## src/dsc_pkg.sv

```systemverilog
`default_nettype none
// ----------------------------------------------------------------------------
// dsc_pkg: docking steering controller shared types and constants
// Fixed-point widths, angle constants, CORDIC arctangent table, register map.
// ----------------------------------------------------------------------------
package dsc_pkg;

  localparam int FRAC_BITS = 16;
  localparam int POS_W     = 24;             // position fields
  localparam int ANG_W     = 19;             // yaw / heading error fields
  localparam int CFG_W     = 23;             // widest register
  localparam int DIFF_W    = POS_W + 1;      // coordinate difference
  localparam int SQ_W      = 2 * DIFF_W;     // sum of squares
  localparam int ROOT_W    = DIFF_W;         // distance
  localparam int Z_W       = 35;             // CORDIC angle, 30 fraction bits
  localparam int Q30_SH    = 30 - FRAC_BITS;
  localparam int BEAR_W    = 20;             // bearing at FRAC_BITS
  localparam int QUOT_W    = 23;             // speed quotient
  localparam int NUM_W     = ROOT_W + FRAC_BITS;
  localparam int DEN_W     = FRAC_BITS + 1;
  localparam int TURN_W    = 24;

  localparam logic signed [Z_W-1:0]    PI_Q30     = 35'sd3373259426;
  localparam logic signed [BEAR_W-1:0] PI_FIX     = 20'sd205887;
  localparam logic signed [BEAR_W-1:0] TWO_PI_FIX = 20'sd411774;
  localparam logic [17:0]              FIVE_DEG   = 18'd5719;
  localparam logic [DEN_W-1:0]         ONE_FIX    = 17'd65536;

  typedef enum logic [2:0] {
    REG_TURN_GAIN     = 3'd0,
    REG_APPROACH_GAIN = 3'd1,
    REG_NEAR_DIST     = 3'd2,
    REG_FAR_DIST      = 3'd3,
    REG_MAX_SPEED     = 3'd4,
    REG_MAX_TURN      = 3'd5,
    REG_DONE_DIST     = 3'd6,
    REG_UNDER_DIST    = 3'd7
  } cfg_reg_t;

  typedef enum logic [1:0] {
    SPD_CENTER = 2'd0,
    SPD_ZERO   = 2'd1,
    SPD_MAX    = 2'd2,
    SPD_QUOT   = 2'd3
  } speed_sel_t;

  // results waiting on the speed divider
  typedef struct packed {
    logic signed [TURN_W-1:0] turn;
    logic signed [ANG_W-1:0]  err;
    logic                     docked;
    logic                     under;
    logic                     fault;
    speed_sel_t               sel;
    logic [ROOT_W-1:0]        d_center;
  } side_t;

  function automatic logic signed [Z_W-1:0] atan_q30(input int i);
    logic signed [Z_W-1:0] a;
    case (i)
      0:  a = 35'sd843314857;
      1:  a = 35'sd497837829;
      2:  a = 35'sd263043837;
      3:  a = 35'sd133525159;
      4:  a = 35'sd67021687;
      5:  a = 35'sd33543516;
      6:  a = 35'sd16775851;
      7:  a = 35'sd8388437;
      8:  a = 35'sd4194283;
      9:  a = 35'sd2097149;
      10: a = 35'sd1048576;
      11: a = 35'sd524288;
      12: a = 35'sd262144;
      13: a = 35'sd131072;
      14: a = 35'sd65536;
      15: a = 35'sd32768;
      16: a = 35'sd16384;
      17: a = 35'sd8192;
      18: a = 35'sd4096;
      19: a = 35'sd2048;
      20: a = 35'sd1024;
      21: a = 35'sd512;
      22: a = 35'sd256;
      23: a = 35'sd128;
      default: a = '0;
    endcase
    return a;
  endfunction

endpackage
`default_nettype wire

```

## src/dsc_div_cell.sv

```systemverilog
`default_nettype none
// ----------------------------------------------------------------------------
// dsc_div_cell: one quotient bit of a restoring divider
// Subtracts den << K from the remainder when it fits.
// ----------------------------------------------------------------------------
module dsc_div_cell #(
  parameter int K = 0
) (
  input  wire logic                      clk,
  input  wire logic [dsc_pkg::NUM_W-1:0]  rem_in,
  input  wire logic [dsc_pkg::DEN_W-1:0]  den_in,
  input  wire logic [dsc_pkg::QUOT_W-1:0] quot_in,
  output logic      [dsc_pkg::NUM_W-1:0]  rem_out,
  output logic      [dsc_pkg::DEN_W-1:0]  den_out,
  output logic      [dsc_pkg::QUOT_W-1:0] quot_out
);
  import dsc_pkg::*;

  logic [NUM_W-1:0] trial;

  assign trial = NUM_W'(den_in) << K;

  always_ff @(posedge clk) begin
    den_out <= den_in;
    if (rem_in >= trial) begin
      rem_out  <= rem_in - trial;
      quot_out <= quot_in | (QUOT_W'(1) << K);
    end else begin
      rem_out  <= rem_in;
      quot_out <= quot_in;
    end
  end
endmodule
`default_nettype wire

```

## config.mk

```make
export PLATFORM = sky130hd
export DESIGN_NAME = dsc_div_cell
export DESIGN_NICKNAME = d
export VERILOG_FILES = /design/src/dsc_pkg.sv /design/src/dsc_div_cell.sv
export SDC_FILE = /design/constraint.sdc
export NUM_CORES = 1
export LEC_CHECK = 0
export BUFFER_PORTS_ARGS = -buffer_cell sky130_fd_sc_hd__buf_4
export CORE_UTILIZATION = 42
export DETAILED_ROUTE_END_ITERATION = 10
export PLACE_DENSITY_LB_ADDON = 0.25
export SETUP_SLACK_MARGIN = 0.4
export SLEW_MARGIN = 5
export SYNTH_ARGS = -nofsm -noshare
export SYNTH_HDL_FRONTEND = slang
export SYNTH_SLANG_ARGS = --single-unit
```

## constraint.sdc

```tcl
create_clock -name clk -period 3.3 [get_ports clk]
set_clock_uncertainty 0.2 [all_clocks]
set_input_delay 0.33 -clock clk [delete_from_list [all_inputs] [get_ports clk]]
set_output_delay 0.33 -clock clk [all_outputs]
set_load 0.02 [all_outputs]
```

# Word level (Yosys, flattened, before mapping)
# Cells that the tools add are included.
[word_totals]
ff_bits = 81
inputBits = 82
out_inout_bits = 81
word_cells = 7
[op_classes]
add_sub_neg = 1
magnitude_cmp = 1
muxes = 1
[ops]
columns = ["op", "count"]
rows = [
  ["greater-or-equal comparator 41 x 17 -> 1 bit", 1],
  ["2-to-1 mux 41 bit", 1],
  ["subtractor 41 x 17 -> 41 bit", 1],
]

# Longest topological paths before layout
# Gate-level depths: netlist of the first run.
[logic_depth]
depth_word = 2
mapped_depth = 12
depth_no_buf = 11

# Worst setup path after synthesis of the first run
# No wires, ideal clock.
[synth_timing]
kind = "input-to-reg"
from = "in den_in[4] in the netlist's numbering"
to = "reg rem_out[35] in the netlist's numbering"
setup_time_ns = 0.118
arrival_ns = 2.401
required_ns = 2.982
setup_slack_ns = 0.580
stages = 10
path_buffers = 0
cell_sequence = "inv_1 ha_1 and2_1 a311o_1 o21ai_0 a21oi_1 a31o_2 a211oi_1 nand4_1 xnor2_1"
[synth_via]
elab_chain_cells = 2
elab_cells_between_ends = 3
cone_classes = "1 x add/sub; 1 x order compare; 1 x mux"
[synth_rtl]
columns = ["element", "line_no", "text"]
rows = [
  ["start, declared", "dsc_div_cell.sv:11", "input wire logic [dsc_pkg::DEN_W-1:0] den_in,"],
  ["subtractor 41 x 17 -> 41 bit or greater-or-equal comparator 41 x 17 -> 1 bit (tied branches)", "dsc_div_cell.sv:26, dsc_div_cell.sv:25", ""],
  ["2-to-1 mux 41 bit (*)", "dsc_div_cell.sv:25", "if (rem_in >= trial) begin"],
  ["end signal, assigned", "dsc_div_cell.sv:26", "rem_out <= rem_in - trial;"],
  ["end signal, assigned", "dsc_div_cell.sv:29", "rem_out <= rem_in;"],
  ["end, declared", "dsc_div_cell.sv:13", "output logic [dsc_pkg::NUM_W-1:0] rem_out,"],
]
# Every way passes the cells marked *; elsewhere a longest branch is shown, timed or not.
# A chain may end at the register's enable or synchronous reset.

# Worst setup path in the final report of the first run
[layout_timing]
from = "in rem_in[29] in the netlist's numbering"
to = "reg rem_out[40] in the netlist's numbering"
[layout_via]
elab_chain_cells = 2
elab_cells_between_ends = 3
cone_classes = "1 x add/sub; 1 x order compare; 1 x mux"
[layout_rtl]
columns = ["element", "line_no", "text"]
rows = [
  ["start, declared", "dsc_div_cell.sv:10", "input wire logic [dsc_pkg::NUM_W-1:0] rem_in,"],
  ["subtractor 41 x 17 -> 41 bit or greater-or-equal comparator 41 x 17 -> 1 bit (tied branches)", "dsc_div_cell.sv:26, dsc_div_cell.sv:25", ""],
  ["2-to-1 mux 41 bit (*)", "dsc_div_cell.sv:25", ""],
]
# Marks and branches as above.

==> summary.md, run 1 <==
| Metric | Value |
|---|---|
| Placed insts | `606` |
| Congestion Overflow GR | `0` |
| Worst setup margin | `0.487 ns` |
| # fillers | `between 500 and 600` |
| Core box area | `0.00741 mm^2` |
| Psw | `752 uW` |
| CP peak stage delay | `0.54 ns` |
| Register area share after synthesis | `~50%` |
| Remaining DRCs | `0` |
| # H-tree levels | `3` |
| Pwr/cell area | `436 mW/mm^2` |
| Share of cells above drive strength 1 | `between 30% and 40%` |
| Root Driver | `clkbuf_8` |
| CTS tree | `built` |
| Seq cells post-synth | `81` |
| Post-Syn Nets | `445` |
| HPWL after DPL | `approximately 7 mm` |
| Post-synth EDFFs | `0` |
| Synth warn | `0` |
| Final wirelength | `~11 mm` |
| Global-route wire length before repair | `16.9 mm` |
| Worst Tran Pin Value | `0.477 ns` |
| LEAKAGE | `2.52 nW` |
| Starting density of the core | `roughly 45%` |
| Drt wl/cell | `15.1 um` |
| RSZ-0062 raised after global routing | `yes` |
| Comb power frac | `26.9%` |
| Mapped Area | `0.00330 mm^2` |
| Critical Path AT | `2.90 ns` |
| Post-CTS Setup Bufs | `0` |
| Sw Share | `30.7%` |
| DR iter-0 viols | `about 130` |
| Max Fclk | `0.356 GHz` |
| Primary FF master, synth | `dfxtp_1` |
| Worst Setup EP | `rem_out[40]` |
| Mean number of vias per cell | `5.02` |
| Num ports | `163` |
| Die area | `0.00821 mm^2` |
| Setup CP Type | `input pin to register` |
| CP max FO | `6` |
| Status | `complete, no violations` |
| Crit start category | `input pin` |
| Max Cap Viol | `0` |
| Most common cell after layout, fill and taps aside | `buf_4` |
| Cells after Synth | `345` |
| Largest net degree at the start of global routing | `25` |
| GPL Wtd Cong | `between 0.8 and 0.9` |
| Routed Antenna Nets | `0` |
| Layout Utilization | `~76%` |
| # setup viols final | `0` |
| TritonCTS Buffers | `9` |
| 1st-pass router iterations | `4` |
| Area grow syn2layout | `70.4%` |
| Clk buf depth | `2` |
| Count of cell types in the netlist | `48` |
| Clock slew at reported path FFs | `around 0.080 ns` |
| Critical path origin | `rem_in[29]` |
| ANT cells | `0` |
| Peak VDD IR | `0.000264 V` |
| Die height | `90.6 um` |
| GRT Total Usage | `26.0%` |
| Clock power frac | `28.4%` |
| Port buffer count | `162` |
| Via Count | `3496` |
| Die width | `90.6 um` |
| Final hold vios | `0` |
| Sum Neg Setup Slack | `0 ns` |
| Synth async-reset ratio | `0%` |
| Critical path required time | `3.39 ns` |
| Slew margin rel. | `67.9%` |
| # nets final | `693` |
| Layout Cells excl Fill | `697` |
| Min cycle time layout | `2.81 ns` |
| Reg power frac | `about 45%` |
| Initial antenna violation count | `0` |
| Commonest cells after routing, fill and taps aside | `168 x buf_4, 81 x dfxtp_1, 75 x dlygate4sd3_1` |
| Critical path cell sequence | `dlygate4sd3_1 > buf_4 > nor2_1 > and3_1 > and3_2 > a41o_1 > nor3_4 > or4_4 > a2111oi_4 > xor2_1` |
| Clk sink count | `a little over 80` |
| Pre-CTS setup slack | `0.186 ns` |
| CP Capture Type | `register` |
| FP Rows | `31` |
| Slowest-stage cell, CP | `dlygate4sd3_1` |
| Fin. max-slew vios | `0` |
| Vias in the first global route | `roughly 3500` |
| Syn avg cell area | `roughly 9.6 um^2` |
| Fin crit share | `85.2%` |
| Pint | `1.69 mW` |
| Min-delay worst type | `input pin to register` |
| Total power | `2.45 mW` |
[power by group through the flow]
| stage | logic, mW | registers (mW) | clock network, mW |
|---|---|---|---|
| 6_report | 0.657 | 1.10 | 0.694 |
| 4_1_cts | 0.648 | 1.09 | 0.699 |
| 2_1_floorplan | 0.181 | 1.23 | 0 |
| 3_5_place_dp | 0.572 | 1.12 | 0 |
| 3_3_place_gp | 0.566 | 1.12 | 0 |
| 5_1_grt | 0.703 | 1.10 | 0.753 |
[registers in the layout (all words and copies together), names as in the netlist]
name,cells
den_out,17
rem_out,41
quot_out,23
[metal layers]
| metal | vias up | part of all wire, % | track usage [%] |
|---|---|---|---|
| li1 | 1702 | - | - |
| met1 | 1641 | 39 | 27.9 |
| met2 | 132 | 52 | 48.5 |
| met3 | 21 | 6.3 | 6.90 |
| met4 | 0 | 2.1 | 9.54 |
| met5 | - | 0 | 0 |
[cells by family after synthesis]
group,share of synthesized area [%]
AND/OR/NAND/NOR,19.1
flip-flops,49.2
AO/OA/AOI/OAI,12.4
XOR/XNOR,9.03
buffers and inverters,3.30
adder cells (fa/ha/maj),7.06
[cells in the mapped netlist, types with 2 or more instances]
cell type	instances	share of area, %
a211oi_1	2	0.46
a21oi_1	11	1.7
a31oi_1	2	0.38
and2_1	3	0.57
and3_1	2	0.38
buf_2	3	0.46
clkbuf_1	3	0.34
dfxtp_1	81	49
ha_1	17	6.5
inv_1	22	2.5
nand2_1	34	3.9
nand2b_1	4	0.76
nand3_1	10	1.5
nand4_1	6	1.1
nand4b_1	2	0.53
nor2_1	20	2.3
nor2b_1	3	0.57
nor3_1	11	1.7
nor3b_1	2	0.46
nor4_1	7	1.3
o21ai_0	26	3.9
o21ai_1	4	0.61
o22ai_1	2	0.38
o2bb2ai_1	2	0.53
o31ai_1	4	0.91
or3_1	6	1.1
or4_1	3	0.68
xnor2_1	21	5.6
xor2_1	13	3.5
[per-stage QoR]
| stage | hold WS [ns] | cell area [um^2] |
|---|---|---|
| 2_1_floorplan | 0.158 | 3300 |
| 3_3_place_gp | 0.235 | 4660 |
| 3_5_place_dp | 0.235 | 4660 |
| 4_1_cts | 0.00732 | 5600 |
| 5_1_grt | 0.0203 | 5620 |
| 6_report | 0.0178 | 5620 |
[worst max-delay path, delay by kind of cell]
kind,cells,cell delay [ns]
AOI/OAI and AO/OA,2,0.59
xor gates and xnor gates,1,0.17
and+or+nand+nor,5,1.12
buffers and inverters,2,0.69
[how the worst min path moves through the flow]
stage / startpoint / endpoint / slack (ns) / depth (start not counted)
4_1_cts: rem_in[30] / rem_out[30] / 0.007 / 3
6_report: rem_in[25] / rem_out[25] / 0.02 / 2
2_1_floorplan: den_in[0] / den_out[0] / 0.16 / 0
3_5_place_dp: quot_in[5] / quot_out[5] / 0.24 / 1
3_3_place_gp: quot_in[5] / quot_out[5] / 0.23 / 1
5_1_grt: rem_in[25] / rem_out[25] / 0.02 / 2
[cell type report]
| type | count | area, um^2 | share of cell area [%] |
|---|---|---|---|
| Clock inverter | 6 | 50.0 | 0.891 |
| Inverter | 22 | 82.6 | 1.47 |
| Tap cell | 99 | 124 | 2.21 |
| Sequential cell | 81 | 1620 | 28.9 |
| Clock buffer | 10 | 138 | 2.45 |
| Timing Repair Buffer | 243 | 2010 | 35.8 |
| Multi-Input combinational cell | 236 | 1590 | 28.3 |
[what timing repair did]
action	in CTS	in global routing
hold endpoints to repair	75	0
hold buffers	75	0
gates resized for setup	0	4
setup endpoints to repair	0	7
(Power assumes the default switching activity.)
==> inputs of run 2 (changes only) <==
Settings changed: ABC_AREA from default to 1.
==> run 2 against run 1 <==
Sequential power about the same. Setup slack better by 0.013 ns. Largest power group unchanged. Sequential share of layout area down 3.5 points.
==> summary.md, run 2 <==
| Metric | Value |
|---|---|
| Clock slew at reported path FFs | `0.09 ns (was 0.08 ns)` |
| Psw | `838 uW (was 752 uW)` |
| Most used cell, CP | `nand2_1` |
| Mapped Area | `0.00427 mm^2 (was 0.00330 mm^2)` |
| Primary FF master, synth | `dfxtp_1 (unchanged)` |
| DR iter-0 viols | `237 (was 132)` |
| Final hold vios | `0 (unchanged)` |
| ANT cells | `0 (unchanged)` |
| Max Cap Viol | `0 (unchanged)` |
| Reg power frac | `42.3% (was 44.8%)` |
| CTS tree | `built (unchanged)` |
| Critical path required time | `3.35 ns (was 3.39 ns)` |
| Synth warn | `0 (unchanged)` |
| Layout Utilization | `65.2% (was 75.8%)` |
| Top flop regs | `rem_out x41, quot_out x23, den_out x17 (unchanged)` |
| Initial antenna violation count | `0 (unchanged)` |
| CP peak stage delay | `0.54 ns (about the same)` |
| Commonest cells post-synth | `203 x nand2_1, 126 x inv_1, 81 x dfxtp_1, 79 x nor2_1, 43 x nand3_1 (was 81 x dfxtp_1, 34 x nand2_1, 26 x o21ai_0, 22 x inv_1, 21 x xnor2_1)` |
| Peak VDD IR | `0.000249 V (was 0.000264 V)` |
| Min-delay worst type | `input pin to register (unchanged)` |
| Max Fclk | `0.357 GHz (was 0.356 GHz)` |
| Seq cells post-synth | `81 (unchanged)` |
| Comb power frac | `29.0% (was 26.9%)` |
| 1st-pass router iterations | `6 (was 4)` |
| HPWL after DPL | `10.8 mm (was 6.91 mm)` |
| Syn avg cell area | `6.50 um^2 (was 9.56 um^2)` |
| Sw Share | `32.4% (was 30.7%)` |
| # nets final | `984 (was 693)` |
| Final wirelength | `14.3 mm (was 10.5 mm)` |
| Fin. max-slew vios | `0 (unchanged)` |
| Critical path cell sequence | `dlygate4sd3_1 > buf_4 > ha_1 > nand2_1 > inv_1 > nand2_1 > nand2_1 > inv_1 > nand3_1 > nand2_1 > nand3_2 > buf_4 > or2_2 (was dlygate4sd3_1 > buf_4 > nor2_1 > and3_1 > and3_2 > a41o_1 > nor3_4 > or4_4 > a2111oi_4 > xor2_1)` |
| Clk sink count | `81 (unchanged)` |
| Post-CTS Setup Bufs | `0 (unchanged)` |
| Worst Tran Pin Value | `0.418 ns (was 0.477 ns)` |
| Core box area | `0.00982 mm^2 (was 0.00741 mm^2)` |
| CP top delay family | `simple AND/OR/NAND/NOR gates (unchanged)` |
| # H-tree levels | `3 (unchanged)` |
| Hold Crit Start | `rem_in[5] (was rem_in[25])` |
| Port buffer count | `162 (unchanged)` |
| Commonest cells after routing, fill and taps aside | `203 x nand2_1, 164 x buf_4, 126 x inv_1 (was 168 x buf_4, 81 x dfxtp_1, 75 x dlygate4sd3_1)` |
| Slew margin rel. | `72.0% (was 67.9%)` |
| Die height | `103 um (was 90.6 um)` |
| Register area | `0.00162 mm^2 (unchanged)` |
| Pint | `1.75 mW (was 1.69 mW)` |
| Pwr/cell area | `405 mW/mm^2 (was 436 mW/mm^2)` |
| Register area share after synthesis | `38.0% (was 49.2%)` |
| # fillers | `885 (was 535)` |
| Top cells by area, synth | `dfxtp_1 38%, nand2_1 18%, inv_1 11%, nor2_1 6.9%, nand3_1 5.0% (was dfxtp_1 49%, ha_1 6.5%, xnor2_1 5.6%, o21ai_0 3.9%, nand2_1 3.9%)` |
| Clk buf depth | `2 (unchanged)` |
| Critical Path AT | `2.85 ns (was 2.90 ns)` |
| Clock power frac | `28.6% (was 28.4%)` |
| Mean number of vias per cell | `4.74 (was 5.02)` |
| Num ports | `163 (unchanged)` |
| Count of cell types in the netlist | `27 (was 48)` |
| Die width | `103 um (was 90.6 um)` |
| Synth area leader | `dfxtp_1 (unchanged)` |
| GRT Total Usage | `27.6% (was 26.0%)` |
| Status | `complete, no violations (unchanged)` |
| Most common cell in the netlist | `nand2_1 (was dfxtp_1)` |
| Max reg flops | `41 (unchanged)` |
| Routed Antenna Nets | `0 (unchanged)` |
| TritonCTS Buffers | `9 (unchanged)` |
| Largest register by flop count | `rem_out (unchanged)` |
| Remaining DRCs | `0 (unchanged)` |
| Share of cells above drive strength 1 | `21.5% (was 32.4%)` |
| Sum Neg Setup Slack | `0 ns (unchanged)` |
| Crit start category | `input pin (unchanged)` |
| Min cycle time layout | `2.80 ns (was 2.81 ns)` |
| Vias in the first global route | `4540 (was 3539)` |
| CP max FO | `19 (was 6)` |
| Starting density of the core | `43.5% (was 44.5%)` |
| GPL Wtd Cong | `0.947 (was 0.848)` |
| Post-synth EDFFs | `0 (unchanged)` |
| Drt wl/cell | `14.0 um (was 15.1 um)` |
| Multi-input logic area | `0.00211 mm^2 (was 0.00159 mm^2)` |
| Global-route wire length before repair | `21.8 mm (was 16.9 mm)` |
| Buffer and inverter count on the worst path | `5 (was 2)` |
| Root Driver | `clkbuf_8 (unchanged)` |
| Worst Hold End | `rem_out[5] (was rem_out[25])` |
| Slowest-stage cell, CP | `dlygate4sd3_1 (unchanged)` |
| Die area | `0.0106 mm^2 (was 0.00821 mm^2)` |
| Synth async-reset ratio | `0% (unchanged)` |
| Most common cell after layout, fill and taps aside | `nand2_1 (was buf_4)` |
| Via Count | `4840 (was 3496)` |
| RSZ-0062 raised after global routing | `no (was yes)` |
| Min-Delay Path Depth | `3 (was 2)` |
| FP Rows | `36 (was 31)` |
| Largest net degree at the start of global routing | `26 (was 25)` |
| CP Capture Type | `register (unchanged)` |
| Fin crit share | `84.9% (was 85.2%)` |
| Cells after Synth | `657 (was 345)` |
| Setup CP Type | `input pin to register (unchanged)` |
| Synth top area share | `38.0% (was 49.2%)` |
| # setup viols final | `0 (unchanged)` |
| Post-Syn Nets | `757 (was 445)` |
| Congestion Overflow GR | `0 (unchanged)` |
| Area grow syn2layout | `49.9% (was 70.4%)` |
| LEAKAGE | `3.32 nW (was 2.52 nW)` |
==> run 2: what timing repair did <==
item	CTS	global route
hold endpoints to repair	57	0
resized for setup	0	5
hold buffers	57	0
setup endpoints to repair	0	15
==> run 2: cell type report <==
type,instances,area share (%)
multi-input combinational,442,33.0
sequential,81,25.3
timing repair buffer,222,28.5
clock buffer,10,1.99
tap,133,2.60
clock inverter,6,1.02
inverter,128,7.59
==> run 2: kinds of logic (layout without fill, tap and decap cells) <==
| family | Yosys count | count (layout) | share of synthesized area (%) |
|---|---|---|---|
| AO/OA/AOI/OAI | 55 | 55 | 6.74 |
| XOR/XNOR | 15 | 15 | 3.08 |
| adder cells (fa/ha/maj) | 18 | 18 | 5.45 |
| buffers and inverters | 134 | 366 | 12.7 |
| flip-flops | 81 | 81 | 38.0 |
| AND/OR/NAND/NOR | 354 | 354 | 34.0 |
==> run 2: worst max path at each step <==
stage	to	start	depth (start not counted)
after floorplan	rem_out[30]	rem_in[0]	10
after global placement	rem_out[3]	rem_in[7]	13
after detailed placement	rem_out[5]	rem_in[7]	13
after CTS	rem_out[5]	rem_in[7]	14
after global routing	quot_out[0]	rem_in[7]	13
final	quot_out[0]	rem_in[7]	13
==> run 2: routing by layer <==
metal  vias up  GRT usage (%)  wire length [um]
met1      2146           34.7              6390
met2       207           47.0              6530
li1       2465              -                 -
met5         -              0                 0
met4         0           9.97               328
met3        22           5.15              1100
==> run 2: per-stage QoR <==
stage	instances	hold WS, ns	cell area [um^2]	setup slack (ns)	power [mW]
CTS	1022	0.00222	6390	0.431	2.59
global placement	949	0.235	5620	0.720	1.80
finish	1022	0.00902	6400	0.500	2.59
global route	1022	0.00587	6400	0.416	2.71
detailed placement	949	0.236	5620	0.630	1.80
floorplan	657	0.158	4270	1.21	1.49
==> run 2: worst min-delay path, cell delays in order <==
cell	delay, ns
buf_4	0.09
nand2_1	0.04
o21ai_0	0.08
==> run 2: power by group through the flow <==
stage	Sequential [mW]	Clock, mW	Combinational, mW
after floorplan	1.23	0	0.259
after global routing	1.10	0.790	0.819
after global placement	1.11	0	0.683
after detailed placement	1.12	0	0.688
final	1.10	0.741	0.752
after CTS	1.09	0.750	0.746
